<file path="config.mk">
export PLATFORM = sky130hd
export DESIGN_NAME = sorted_timer_queue_core
export DESIGN_NICKNAME = d
export VERILOG_FILES = /design/src/design/stq_pkg.sv /design/src/design/stq_ram.sv /design/src/design/stq_seq.sv /design/src/design/stq_out_stage.sv /design/src/design/sorted_timer_queue_core.sv
export SDC_FILE = /design/constraint.sdc
export NUM_CORES = 1
export LEC_CHECK = 0
export ABC_AREA = 1
export BUFFER_PORTS_ARGS = -buffer_cell sky130_fd_sc_hd__buf_4
export CAP_MARGIN = 30
export CORE_AREA = 2 2 149 151
export CTS_CLUSTER_DIAMETER = 100
export CTS_CLUSTER_SIZE = 10
export DETAILED_ROUTE_END_ITERATION = 16
export DIE_AREA = 0 0 151 153
export PLACE_DENSITY = 0.88
export SLEW_MARGIN = 10
export SYNTH_ARGS = -nofsm -noshare
export SYNTH_HDL_FRONTEND = slang
export SYNTH_SLANG_ARGS = --single-unit
</file>
<file path="constraint.sdc">
create_clock -name clk -period 9.16 [get_ports clk]
set_input_delay 1.832 -clock clk [delete_from_list [all_inputs] [get_ports clk]]
set_output_delay 1.832 -clock clk [all_outputs]
set_load 0.005 [all_outputs]
</file>
<file path="src/design/stq_pkg.sv">
// ----------------------------------------------------------------------------
// stq_pkg
// shared request codes, field widths and the fire word type
// ----------------------------------------------------------------------------
package stq_pkg;

	localparam int REQ_W      = 2;
	localparam int SLOT_W     = 3;
	localparam int PERIOD_W   = 15;
	localparam int IN_DATA_W  = 24;
	localparam int OUT_DATA_W = 8;

	localparam logic [REQ_W-1:0] REQ_TICK   = 2'd0;
	localparam logic [REQ_W-1:0] REQ_START  = 2'd1;
	localparam logic [REQ_W-1:0] REQ_CANCEL = 2'd2;

	// most expiries reported for one tick
	localparam int MAX_FIRE   = 8;
	localparam int FIRE_CNT_W = 4;

	typedef struct packed {
		logic              valid;
		logic [SLOT_W-1:0] slot;
		logic              last;
	} fire_t;

endpackage

</file>
<file path="src/design/stq_ram.sv">
// ----------------------------------------------------------------------------
// stq_ram
// generic simple dual-port ram, one write and one registered read port
// ----------------------------------------------------------------------------
module stq_ram #(
	parameter int WIDTH = 8,
	parameter int DEPTH = 8,
	localparam int AW = (DEPTH > 1) ? $clog2(DEPTH) : 1
) (
	input  logic             clk,
	input  logic             we,
	input  logic [AW-1:0]    waddr,
	input  logic [WIDTH-1:0] wdata,
	input  logic             re,
	input  logic [AW-1:0]    raddr,
	output logic [WIDTH-1:0] rdata
);

	logic [WIDTH-1:0] mem_q [DEPTH];

	always_ff @(posedge clk) begin
		if (we) begin
			mem_q[waddr] <= wdata;
		end
		if (re) begin
			rdata <= mem_q[raddr];
		end
	end

endmodule

</file>
<file path="src/design/stq_seq.sv">
// ----------------------------------------------------------------------------
// stq_seq
// request sequencer: walks the deadline-ordered list memory one entry a
// cycle to unlink, insert and pop timers, and hands expiries to the output
// ----------------------------------------------------------------------------
module stq_seq
	import stq_pkg::*;
#(
	parameter int NUM_TIMERS  = 8,
	parameter int COUNT_WIDTH = 16,
	localparam int AW = (NUM_TIMERS > 1) ? $clog2(NUM_TIMERS) : 1,
	localparam int LW = $clog2(NUM_TIMERS + 1),
	localparam int EW = COUNT_WIDTH + AW
) (
	input  logic                clk,
	input  logic                arst_n,
	input  logic                in_valid,
	output logic                in_ready,
	input  logic [REQ_W-1:0]    in_req,
	input  logic [SLOT_W-1:0]   in_slot,
	input  logic [PERIOD_W-1:0] in_period,
	output fire_t               fire,
	input  logic                fire_ready,
	output logic                ram_we,
	output logic [AW-1:0]       ram_waddr,
	output logic [EW-1:0]       ram_wdata,
	output logic                ram_re,
	output logic [AW-1:0]       ram_raddr,
	input  logic [EW-1:0]       ram_rdata
);

	localparam logic [2:0] ST_IDLE     = 3'd0;
	localparam logic [2:0] ST_UNLINK   = 3'd1;
	localparam logic [2:0] ST_INSERT   = 3'd2;
	localparam logic [2:0] ST_TICK_RD  = 3'd3;
	localparam logic [2:0] ST_TICK_CHK = 3'd4;

	localparam logic [1:0] RET_IDLE   = 2'd0;
	localparam logic [1:0] RET_INSERT = 2'd1;
	localparam logic [1:0] RET_TICK   = 2'd2;

	logic [2:0]             state_q;
	logic [1:0]             ret_q;
	logic [COUNT_WIDTH-1:0] tick_q;
	logic [NUM_TIMERS-1:0]  active_q;
	logic [LW-1:0]          len_q;
	logic [AW-1:0]          slot_q;
	logic [COUNT_WIDTH-1:0] nkey_q;
	logic [LW-1:0]          rd_idx_q;
	logic                   rd_vld_s1;
	logic [LW-1:0]          rd_idx_s1;
	logic                   found_q;
	logic [EW-1:0]          carry_q;
	logic [FIRE_CNT_W-1:0]  fire_n_q;
	logic                   pend_q;
	logic [AW-1:0]          pend_slot_q;

	logic [AW-1:0]          e_slot;
	logic [COUNT_WIDTH-1:0] e_dl;
	logic [COUNT_WIDTH-1:0] ediff;
	logic [COUNT_WIDTH-1:0] new_dl;
	logic [EW-1:0]          new_entry;
	logic [LW-1:0]          prev_idx;
	logic                   walking;
	logic                   walk_rd;
	logic                   walk_done;
	logic                   place;
	logic                   head_exp;
	logic                   accept;
	logic                   slot_ok;
	logic [AW-1:0]          slot_in;

	assign e_slot    = ram_rdata[AW-1:0];
	assign e_dl      = ram_rdata[EW-1:AW];
	assign ediff     = e_dl - tick_q;
	assign new_dl    = tick_q + nkey_q;
	assign new_entry = {new_dl, slot_q};
	assign prev_idx  = rd_idx_s1 - LW'(1);

	assign walking   = (state_q == ST_UNLINK) || (state_q == ST_INSERT);
	assign walk_rd   = walking && (rd_idx_q < len_q);
	assign walk_done = (rd_idx_q == len_q) && !rd_vld_s1;

	// new entry goes ahead of the first one that is not earlier
	assign place = !found_q && ($signed(nkey_q) <= $signed(ediff));

	assign head_exp = (len_q != '0) && ediff[COUNT_WIDTH-1] &&
		(fire_n_q < FIRE_CNT_W'(MAX_FIRE));

	assign in_ready = (state_q == ST_IDLE);
	assign accept   = in_valid && in_ready;
	assign slot_ok  = int'(in_slot) < NUM_TIMERS;
	assign slot_in  = AW'(in_slot);

	assign ram_re    = walk_rd || (state_q == ST_TICK_RD);
	assign ram_raddr = walk_rd ? rd_idx_q[AW-1:0] : '0;

	always_comb begin
		ram_we    = 1'b0;
		ram_waddr = '0;
		ram_wdata = ram_rdata;
		if (state_q == ST_UNLINK) begin
			// entries behind the removed one move down
			if (rd_vld_s1 && found_q) begin
				ram_we    = 1'b1;
				ram_waddr = prev_idx[AW-1:0];
				ram_wdata = ram_rdata;
			end
		end else if (state_q == ST_INSERT) begin
			priority if (rd_vld_s1 && place) begin
				ram_we    = 1'b1;
				ram_waddr = rd_idx_s1[AW-1:0];
				ram_wdata = new_entry;
			end else if (rd_vld_s1 && found_q) begin
				ram_we    = 1'b1;
				ram_waddr = rd_idx_s1[AW-1:0];
				ram_wdata = carry_q;
			end else if (walk_done) begin
				ram_we    = 1'b1;
				ram_waddr = len_q[AW-1:0];
				ram_wdata = found_q ? carry_q : new_entry;
			end
		end
	end

	always_comb begin
		fire.valid = (state_q == ST_TICK_CHK) && pend_q;
		fire.slot  = SLOT_W'(pend_slot_q);
		fire.last  = !head_exp;
	end

	always_ff @(posedge clk or negedge arst_n) begin
		if (!arst_n) begin
			state_q     <= ST_IDLE;
			ret_q       <= RET_IDLE;
			tick_q      <= '0;
			active_q    <= '0;
			len_q       <= '0;
			slot_q      <= '0;
			nkey_q      <= '0;
			rd_idx_q    <= '0;
			rd_vld_s1   <= 1'b0;
			rd_idx_s1   <= '0;
			found_q     <= 1'b0;
			carry_q     <= '0;
			fire_n_q    <= '0;
			pend_q      <= 1'b0;
			pend_slot_q <= '0;
		end else begin
			rd_vld_s1 <= walk_rd;
			rd_idx_s1 <= rd_idx_q;
			if (walk_rd) begin
				rd_idx_q <= rd_idx_q + LW'(1);
			end
			unique case (state_q)
				ST_IDLE: begin
					rd_idx_q <= '0;
					found_q  <= 1'b0;
					if (accept) begin
						slot_q <= slot_in;
						nkey_q <= COUNT_WIDTH'(in_period);
						unique case (in_req)
							REQ_START: begin
								if (slot_ok) begin
									if (active_q[slot_in]) begin
										ret_q   <= RET_INSERT;
										state_q <= ST_UNLINK;
									end else begin
										state_q <= ST_INSERT;
									end
								end
							end
							REQ_CANCEL: begin
								if (slot_ok && active_q[slot_in]) begin
									ret_q   <= RET_IDLE;
									state_q <= ST_UNLINK;
								end
							end
							REQ_TICK: begin
								if (len_q != '0) begin
									tick_q   <= tick_q + COUNT_WIDTH'(1);
									fire_n_q <= '0;
									pend_q   <= 1'b0;
									state_q  <= ST_TICK_RD;
								end
							end
							default: begin
							end
						endcase
					end
				end
				ST_UNLINK: begin
					if (rd_vld_s1 && !found_q && (e_slot == slot_q)) begin
						found_q <= 1'b1;
					end
					if (walk_done) begin
						len_q            <= len_q - LW'(1);
						active_q[slot_q] <= 1'b0;
						rd_idx_q         <= '0;
						found_q          <= 1'b0;
						unique case (ret_q)
							RET_INSERT: state_q <= ST_INSERT;
							RET_TICK:   state_q <= ST_TICK_RD;
							default:    state_q <= ST_IDLE;
						endcase
					end
				end
				ST_INSERT: begin
					if (rd_vld_s1 && (place || found_q)) begin
						found_q <= 1'b1;
						carry_q <= ram_rdata;
					end
					if (walk_done) begin
						len_q            <= len_q + LW'(1);
						active_q[slot_q] <= 1'b1;
						state_q          <= ST_IDLE;
					end
				end
				ST_TICK_RD: begin
					state_q <= ST_TICK_CHK;
				end
				ST_TICK_CHK: begin
					// hold the head word until the pending expiry is taken
					if (!pend_q || fire_ready) begin
						if (head_exp) begin
							pend_q      <= 1'b1;
							pend_slot_q <= e_slot;
							fire_n_q    <= fire_n_q + FIRE_CNT_W'(1);
							slot_q      <= e_slot;
							ret_q       <= RET_TICK;
							rd_idx_q    <= '0;
							found_q     <= 1'b0;
							state_q     <= ST_UNLINK;
						end else begin
							pend_q  <= 1'b0;
							state_q <= ST_IDLE;
						end
					end
				end
				default: begin
					state_q <= ST_IDLE;
				end
			endcase
		end
	end

endmodule

</file>
<file path="src/design/stq_out_stage.sv">
// ----------------------------------------------------------------------------
// stq_out_stage
// output register for expiry words, decouples the sequencer from the sink
// ----------------------------------------------------------------------------
module stq_out_stage
	import stq_pkg::*;
(
	input  logic                  clk,
	input  logic                  arst_n,
	input  fire_t                 fire,
	output logic                  fire_ready,
	output logic                  m_tvalid,
	input  logic                  m_tready,
	output logic [OUT_DATA_W-1:0] m_tdata,
	output logic                  m_tlast
);

	logic              valid_q;
	logic [SLOT_W-1:0] slot_q;
	logic              last_q;

	assign fire_ready = !valid_q || m_tready;

	always_ff @(posedge clk or negedge arst_n) begin
		if (!arst_n) begin
			valid_q <= 1'b0;
			slot_q  <= '0;
			last_q  <= 1'b0;
		end else if (fire_ready) begin
			valid_q <= fire.valid;
			if (fire.valid) begin
				slot_q <= fire.slot;
				last_q <= fire.last;
			end
		end
	end

	assign m_tvalid = valid_q;
	assign m_tdata  = OUT_DATA_W'(slot_q);
	assign m_tlast  = last_q;

endmodule

</file>
<file path="src/design/sorted_timer_queue_core.sv">
// start: one insert walk, after an unlink walk when the slot was already armed
// cancel: one unlink walk; tick: a head read, plus an unlink walk per expired slot popped
// len is the current list length; the list memory is walked one entry a cycle
// through its single read port, so the list length sets how long each request takes
// first expiry word waits for the head read, an unlink walk and the output register
// reset clears counter, armed flags, list length and output valid at once; no clearing pass
// ----------------------------------------------------------------------------
// sorted_timer_queue_core
// one-shot timers sharing a tick counter, kept in a deadline-ordered list
// ----------------------------------------------------------------------------
module sorted_timer_queue_core
	import stq_pkg::*;
#(
	parameter int NUM_TIMERS  = 8,
	parameter int COUNT_WIDTH = 16
) (
	input  logic                  clk,
	input  logic                  arst_n,
	input  logic                  s_tvalid,
	output logic                  s_tready,
	input  logic [IN_DATA_W-1:0]  s_tdata,   // slot [2:0], period [17:3]
	input  logic [REQ_W-1:0]      s_tuser,   // req_type [1:0]
	output logic                  m_tvalid,
	input  logic                  m_tready,
	output logic [OUT_DATA_W-1:0] m_tdata,   // fired_slot [2:0]
	output logic                  m_tlast    // last_fired
);

	localparam int AW = (NUM_TIMERS > 1) ? $clog2(NUM_TIMERS) : 1;
	localparam int EW = COUNT_WIDTH + AW;

	fire_t         fire;
	logic          fire_ready;
	logic          ram_we;
	logic [AW-1:0] ram_waddr;
	logic [EW-1:0] ram_wdata;
	logic          ram_re;
	logic [AW-1:0] ram_raddr;
	logic [EW-1:0] ram_rdata;

	// list entry: deadline above, slot number below
	stq_ram #(
		.WIDTH(EW),
		.DEPTH(NUM_TIMERS)
	) u_list_ram (
		.clk  (clk),
		.we   (ram_we),
		.waddr(ram_waddr),
		.wdata(ram_wdata),
		.re   (ram_re),
		.raddr(ram_raddr),
		.rdata(ram_rdata)
	);

	stq_seq #(
		.NUM_TIMERS (NUM_TIMERS),
		.COUNT_WIDTH(COUNT_WIDTH)
	) u_seq (
		.clk       (clk),
		.arst_n    (arst_n),
		.in_valid  (s_tvalid),
		.in_ready  (s_tready),
		.in_req    (s_tuser),
		.in_slot   (s_tdata[SLOT_W-1:0]),
		.in_period (s_tdata[SLOT_W+PERIOD_W-1:SLOT_W]),
		.fire      (fire),
		.fire_ready(fire_ready),
		.ram_we    (ram_we),
		.ram_waddr (ram_waddr),
		.ram_wdata (ram_wdata),
		.ram_re    (ram_re),
		.ram_raddr (ram_raddr),
		.ram_rdata (ram_rdata)
	);

	stq_out_stage u_out (
		.clk       (clk),
		.arst_n    (arst_n),
		.fire      (fire),
		.fire_ready(fire_ready),
		.m_tvalid  (m_tvalid),
		.m_tready  (m_tready),
		.m_tdata   (m_tdata),
		.m_tlast   (m_tlast)
	);

endmodule

</file>
==> results of run 1 <==
-- stage by stage --
| step | worst slack (ns) | std cells | total power (W) | utilization (%) |
|---|---|---|---|---|
| after floorplan | 4.56 | 1447 | 0.00361 | - |
| after global placement | 3.76 | 1704 | 0.00410 | 65.5 |
| after detailed placement | 3.78 | 1712 | 0.00422 | 66.0 |
| after CTS | 3.75 | 1763 | 0.00532 | 70.1 |
| after global routing | 3.48 | 1769 | 0.00574 | 70.4 |
| final | 3.76 | 1769 | 0.00538 | 70.4 |
-- worst register-to-register path: stages, from the launching register on --
cell,delay (ns)
dfrtp_1,0.44
ha_1,0.25
fa_1,0.46
o31ai_1,0.46
nand3_1,0.14
o2111ai_1,0.19
a21oi_1,0.11
nor2_1,0.10
nor2_1,0.06
xor2_1,0.15
ha_1,0.31
nand2_1,0.06
nor4b_1,0.29
nand3_1,0.15
nand2_1,0.22
nand3_4,0.17
nand2_4,0.14
nand2_4,0.29
nand2_1,0.15
nand3_1,0.13
nor2_2,0.60
buf_8,0.24
-- sequential cells by signal (all words and copies together), names as in the netlist, 2 cells and up, named ones only --
name               flops
u_seq.tick_q          16
u_seq.pend_slot_q      3
u_list_ram.mem_q     152
u_seq.fire_n_q         4
u_seq.state_q          3
u_seq.slot_q           3
u_seq.rd_idx_s1        3
u_seq.ret_q            2
u_list_ram.rdata      19
u_out.slot_q           3
u_seq.rd_idx_q         4
u_seq.nkey_q          15
u_seq.len_q            4
u_seq.carry_q         19
-- area by class of cell --
| class | count | area, µm² | share of cell area [%] |
|---|---|---|---|
| tap | 280 | 350 | 2.32 |
| sequential | 263 | 7440 | 49.2 |
| clock buffer | 49 | 822 | 5.43 |
| multi-input combinational | 998 | 5550 | 36.7 |
| timing repair buffer | 47 | 438 | 2.89 |
| clock inverter | 2 | 38.8 | 0.256 |
| inverter | 130 | 488 | 3.23 |
-- logic make-up (layout without fill, tap and decap cells) --
| kind of cell | Yosys count | after routing | synth area share [%] |
|---|---|---|---|
| XOR/XNOR | 47 | 47 | 3.00 |
| buffers and inverters | 186 | 228 | 5.69 |
| adder cells (fa/ha/maj) | 63 | 63 | 5.90 |
| other | 1 | 5 | 0.0273 |
| flip-flops | 263 | 263 | 54.1 |
| AO/OA/AOI/OAI | 264 | 264 | 11.7 |
| AND/OR/NAND/NOR | 615 | 615 | 19.2 |
| multiplexers | 4 | 4 | 0.328 |
-- worst max-delay path by stage --
stage,cells after the start,slack (ns),end,start
2_1_floorplan,25,4.56,u_list_ram.mem_q[0][0],u_seq.tick_q[0]
3_3_place_gp,20,3.76,u_list_ram.mem_q[4][6],u_seq.tick_q[0]
3_5_place_dp,21,3.78,u_list_ram.mem_q[0][4],u_seq.tick_q[0]
4_1_cts,21,3.75,u_list_ram.mem_q[0][7],u_seq.tick_q[0]
5_1_grt,22,3.48,u_list_ram.mem_q[0][7],u_list_ram.rdata[3]
6_report,21,3.76,u_list_ram.mem_q[0][7],u_seq.tick_q[0]
-- power breakdown --
group / total [W] / switching, W / leakage (nW) / internal, W
Combinational: 0.00237 / 0.00156 / 3.40 / 0.000803
Clock: 0.00107 / 0.000462 / 0.408 / 0.000609
Sequential: 0.00194 / 0.000208 / 2.71 / 0.00173
-- cells in the final DEF, fill, tap and decap left out, types with 35 or more instances in the layout --
master,Yosys,routed
o21ai_0,97,97
nand3_1,91,91
o211ai_1,42,42
nor2_1,63,55
xor2_1,35,35
dfrtp_1,92,92
nand2_1,416,416
inv_1,119,118
ha_1,60,59
a21oi_1,63,63
edfxtp_1,171,171
-- layer usage --
metal | vias to the layer above | GRT usage [%] | share of wire, %
met5 | - | 0 | 0
met4 | 0 | 11.4 | 3.6
met3 | 92 | 3.49 | 6.8
met2 | 459 | 44.7 | 48
met1 | 4969 | 36.3 | 41
li1 | 4965 | - | -
==> results.sh, run 1 <==
export IMPL_cts_buffer_depth=3
export IMPL_post_drt_wl_per_cell_um=17.7
export IMPL_syn_to_final_growth_pct=10.1
export IMPL_cp_num_buf_inv=1
export IMPL_maxSlewHeadroom_pct=27.1
export IMPL_grt_pass1_wl_um=49800
export IMPL_vias=10485
export IMPL_post_synth_top_count_cell="nand2_1"
export IMPL_drt_pass1_iter_count=8
export IMPL_tns_ns=0
export IMPL_worstPathRequired_ns=9.44
export IMPL_io_buffers=29
export IMPL_synth_common_cells="nand2_1, edfxtp_1, inv_1, o21ai_0, dfrtp_1"
export IMPL_root_buffer="clkbuf_16"
export IMPL_clock_sinks=263
export IMPL_die_h_um=153
export IMPL_yosys_register_bits=263
export IMPL_clk_latency_ns=0.58
export IMPL_worst_path_max_delay_cell="nor2_2"
export IMPL_cpLargestDelayFamily="simple AND/OR/NAND/NOR gates"
export IMPL_hold_violations=0
export IMPL_max_freq_ghz=0.185
export IMPL_syn_mean_instance_area_um2=9.52
export IMPL_yosys_most_used_dff="edfxtp_1"
export IMPL_drtIter0Drc=1165
export IMPL_initial_core_util_pct=63.9
export IMPL_drc=0
export IMPL_synth_area_leaders="edfxtp_1, dfrtp_1, nand2_1"
export IMPL_maxCapViolCount=0
export IMPL_cts_hold_buf=0
export IMPL_cts_tree="yes"
export IMPL_placementRows=54
export IMPL_wl_um=31300
export IMPL_placed_cell_area_um2=14200
export IMPL_dieArea_um2=23100
export IMPL_postLayoutCellArea_um2=15100
export IMPL_grt_remaining_overflow=0
export IMPL_p_leak_nw=6.52
export IMPL_worst_setup_path_end_kind="flop"
export IMPL_fill_cells=1456
export IMPL_path_max_fanout=39
export IMPL_whs_ns=0.460
export IMPL_synthCells=1443
export IMPL_drv_slew=0
export IMPL_cts_setup_buffers=0
export IMPL_core_area_um2=21500
export IMPL_timing_rr_start="u_seq.tick_q[0]"
export IMPL_async_reset_ff_share_pct=35.0
export IMPL_clkTransAtPathRegs_ns=0.06
export IMPL_setup_violations=0
export IMPL_start_kind="flop"
export IMPL_antenna_found_initial=0
export IMPL_whs_path_depth=0
export IMPL_rsz0062_at_grt="no"
export IMPL_r2r_cells=21
export IMPL_finalWeightedCongestion=0.891
export IMPL_grt_use_total_pct=27.1
export IMPL_arrival_ns=5.68
export IMPL_max_stage_delay_ns=0.60
export IMPL_min_from="u_seq.rd_idx_q[1]"
export IMPL_r2r_slack_ns=3.76
export IMPL_ys_warn_count=0
export IMPL_yosysTopAreaCellShare_pct=37.4
export IMPL_synth_top_cell_by_area="edfxtp_1"
export IMPL_powerDensity_nw_per_um2=355
export IMPL_tightest_slew_ns=1.08
export IMPL_synth_edf_count=171
export IMPL_dp_hpwl_um=20900
export IMPL_cts_resized=0
export IMPL_r2r_end="u_list_ram.mem_q[0][7]"
export IMPL_num_antenna_cells=0
export IMPL_status="completed"
export IMPL_cp_cell_sequence="ha_1 > fa_1 > o31ai_1 > nand3_1 > o2111ai_1 > a21oi_1 > nor2_1 > nor2_1 > xor2_1 > ha_1 > nand2_1 > nor4b_1 > nand3_1 > nand2_1 > nand3_4 > nand2_4 > nand2_4 > nand2_1 > nand3_1 > nor2_2 > buf_8"
export IMPL_viasPerCell=5.93
export IMPL_drive_above_1_share_pct=9.67
export IMPL_grt_max_degree=78
export IMPL_grt_pass1_vias=10223
export IMPL_crit_type="reg -> reg"
export IMPL_hp_class="reg -> reg"
export IMPL_die_w_um=151
export IMPL_synth_cell_types=62
export IMPL_num_io_pins=41
export IMPL_hold_path_end="u_seq.rd_idx_s1[1]"
export IMPL_yosysSeqAreaShare_pct=54.1
export IMPL_finalCriticalPeriod_ns=5.40
export IMPL_syn_cell_area_um2=13700
export IMPL_nNetsFinal=1563
export IMPL_fin_skew_ns=0.0254
export IMPL_htree_levels=1
export IMPL_min_period_over_period_pct=59.0
export IMPL_ir_worst_vdd_v=0.000187
export IMPL_numCtsBuffers=30
export IMPL_postRouteAntennaNets=0
(Power assumes the default switching activity.)
==> inputs of run 2 (changes only) <==
- ABC_AREA: 1 -> 0
- CORE_AREA: 2 2 149 151 -> 2 2 157 159
- DIE_AREA: 0 0 151 153 -> 0 0 159 161
- PLACE_DENSITY: 0.88 -> 0.82
- clock period: 9.16 -> 4.5 ns (I/O delays scaled with it)
==> run 2 against run 1 <==
  * The flow now finishes with violations (negative setup slack)
  * Critical path depth up 3
  * Setup slack worse by 4.2 ns
  * Synthesized cell count down 27%
  * Clock skew down 0.0051 ns
  * Synthesized area down 2.0%
  * Via count down 7.2%
  * Combinational power up 130%
  * Routed wire length up 14%
  * Worst hold slack worse by 0.036 ns
  * Die area up 11%
==> results.sh, run 2 <==
export IMPL_nNetsFinal=1302
export IMPL_maxCapViolCount=0
export IMPL_layout_setup_ws_ns=-0.399
export IMPL_clk_latency_ns=0.57
export IMPL_num_antenna_cells=0
export IMPL_clkTransAtPathRegs_ns=0.07
export IMPL_synth_common_cells="edfxtp_1, nand2_1, dfrtp_1, ha_1, mux2_2"
export IMPL_max_freq_ghz=0.204
export IMPL_ys_warn_count=0
export IMPL_path_max_fanout=5
export IMPL_drt_pass1_iter_count=6
export IMPL_hp_class="in -> async"
export IMPL_drc=0
export IMPL_hold_violations=0
export IMPL_grt_remaining_overflow=0
export IMPL_grt_use_total_pct=25.9
export IMPL_max_stage_delay_ns=0.51
export IMPL_synth_top_cell_by_area="edfxtp_1"
export IMPL_drive_above_1_share_pct=30.1
export IMPL_wl_um=35500
export IMPL_start_kind="flop"
export IMPL_syn_mean_instance_area_um2=12.7
export IMPL_post_drt_wl_per_cell_um=22.9
export IMPL_cts_buffer_depth=3
export IMPL_synth_area_leaders="edfxtp_1, dfrtp_1, mux4_2"
export IMPL_top_usage_layer="met2"
export IMPL_placed_cell_area_um2=14800
export IMPL_die_h_um=161
export IMPL_layout_commonest_cell="edfxtp_1"
export IMPL_synth_edf_count=171
export IMPL_io_buffers=29
export IMPL_yosysSeqAreaShare_pct=55.3
export IMPL_yosysTopAreaCellShare_pct=38.2
export IMPL_num_io_pins=41
export IMPL_htree_levels=1
export IMPL_worstPathRequired_ns=4.78
export IMPL_synthCells=1056
export IMPL_tightest_slew_ns=0.902
export IMPL_antenna_found_initial=0
export IMPL_grt_pass1_vias=9566
export IMPL_status="complete, but fails checks"
export IMPL_cts_tree="yes"
export IMPL_worst_path_max_delay_cell="or4_1"
export IMPL_finalWeightedCongestion=0.869
export IMPL_mostFrequentLayoutCells="edfxtp_1, nand2_1, buf_4"
export IMPL_yosys_register_bits=263
export IMPL_largest_register="u_list_ram.mem_q"
export IMPL_finalCriticalPeriod_ns=4.90
export IMPL_r2r_cells=24
export IMPL_postRouteAntennaNets=0
export IMPL_vias=9733
export IMPL_initial_core_util_pct=56.2
export IMPL_maxSlewHeadroom_pct=39.3
export IMPL_setup_violations=322
export IMPL_core_area_um2=24000
export IMPL_top_regs="u_list_ram.mem_q (152), u_list_ram.rdata (19), u_seq.carry_q (19)"
export IMPL_clock_sinks=263
export IMPL_cts_hold_buf=0
export IMPL_utilization_pct=69.1
export IMPL_viasPerCell=6.27
export IMPL_rsz0062_at_grt="yes"
export IMPL_yosys_most_used_dff="edfxtp_1"
export IMPL_fin_skew_ns=0.0203
export IMPL_ir_worst_vdd_v=0.000417
export IMPL_numCtsBuffers=30
export IMPL_min_period_over_period_pct=109
export IMPL_met2_usage_pct=44.7
export IMPL_violations="negative setup slack"
export IMPL_dieArea_um2=25600
export IMPL_timing_rr_start="u_list_ram.rdata[3]"
export IMPL_crit_type="reg -> reg"
export IMPL_use_met1_pct=34.7
export IMPL_postLayoutCellArea_um2=16600
export IMPL_synth_cell_types=81
export IMPL_arrival_ns=5.18
export IMPL_syn_cell_area_um2=13500
export IMPL_p_leak_nw=6.55
export IMPL_largest_reg_flops=152
export IMPL_dp_hpwl_um=21200
export IMPL_placementRows=57
export IMPL_drv_slew=0
export IMPL_post_synth_top_count_cell="edfxtp_1"
export IMPL_die_w_um=159
export IMPL_use_met3_pct=3.34
export IMPL_grt_max_degree=62
export IMPL_powerDensity_nw_per_um2=699
export IMPL_root_buffer="clkbuf_16"
export IMPL_grt_pass1_wl_um=52000
export IMPL_setup_worst_path_start="u_list_ram.rdata[3]"
export IMPL_async_reset_ff_share_pct=35.0
export IMPL_cp_cell_sequence="inv_2 > ha_4 > fa_2 > nor2b_1 > o21ai_1 > a21boi_1 > o21a_1 > o21ai_2 > a211oi_2 > o31ai_1 > xor2_1 > ha_1 > nand4_1 > or4_1 > o211ai_1 > buf_4 > nand2_4 > a21oi_4 > buf_6 > buf_4 > a31oi_2 > a211oi_4 > buf_6 > clkbuf_16"
export IMPL_syn_to_final_growth_pct=23.1
export IMPL_worst_setup_path_end_kind="flop"
export IMPL_drtIter0Drc=1117
## run 2: worst paths after layout
path	to	slack [ns]
worst max-delay path	u_list_ram.mem_q[1][17]	-0.40
worst min-delay path	u_seq.nkey_q[13]	0.42
worst max register to register	u_list_ram.mem_q[1][17]	-0.40
worst min register to register	u_seq.ret_q[1]	0.49
max in group asynchronous	u_seq.tick_q[4]	3.12
min in group clk	u_seq.ret_q[1]	0.49
## run 2: stage by stage
| step | total power, W | setup WS (ns) | hold WS, ns | cells | setup TNS (ns) |
|---|---|---|---|---|---|
| 2_1_floorplan | 0.00679 | -0.0554 | 0.416 | 1060 | -2.68 |
| 3_3_place_gp | 0.00813 | -0.381 | 0.452 | 1452 | -84.80 |
| 3_5_place_dp | 0.00835 | -0.622 | 0.460 | 1454 | -125.50 |
| 4_1_cts | 0.0109 | -0.214 | 0.452 | 1530 | -38.43 |
| 5_1_grt | 0.0122 | -0.541 | 0.490 | 1552 | -143.89 |
| 6_report | 0.0116 | -0.399 | 0.423 | 1552 | -92.42 |
## run 2: cells by family (layout without fill, tap and decap cells)
logic type | after synthesis | after routing | synth area share, %
simple gates | 297 | 297 | 10.3
flops | 263 | 263 | 55.3
compound gates | 188 | 188 | 9.68
mux | 106 | 106 | 12.3
buf+inv | 88 | 256 | 3.11
fa+ha+maj | 63 | 63 | 6.02
xor+xnor | 50 | 50 | 3.25
other cells | 1 | 5 | 0.0279
## run 2: final cells by class
cell class,count,area (µm²)
clock buffer,49,822
clock inverter,2,38.8
fill,1591,7400
inverter,43,161
multi-input combinational,709,6120
sequential,263,7440
tap,324,405
timing repair buffer,162,1570
## run 2: metal layers
metal / routed length (µm) / share of wire [%] / vias up
li1: - / - / 4274
met1: 13800 / 39 / 4805
met2: 17600 / 49 / 516
met3: 2800 / 7.9 / 138
met4: 1350 / 3.8 / 0
met5: 0 / 0 / -
## run 2: where the power goes
| part | switching [W] | leakage, nW | internal, W |
|---|---|---|---|
| combinational | 0.00306 | 3.41 | 0.00246 |
| clock | 0.000963 | 0.408 | 0.00124 |
| sequential | 0.000487 | 2.73 | 0.00337 |
## run 2: worst max-delay path: cells and delay by family, from the launching register on
kind / cells / cell delay [ns]
AO/OA/AOI/OAI: 10 / 1.53
adder cells (fa/ha/maj): 3 / 0.84
buffers and inverters: 6 / 0.90
flip-flops: 1 / 0.37
AND/OR/NAND/NOR: 4 / 0.79
XOR/XNOR: 1 / 0.17
## run 2: repair_timing
item / in CTS / in global routing
setup endpoints to repair: 323 / 323
setup buffers: 22 / 19
resized for setup: 45 / 56
cloned: 4 / 6
endpoints found under the hold margin: 0 / 0
pin swaps: 28 / 29
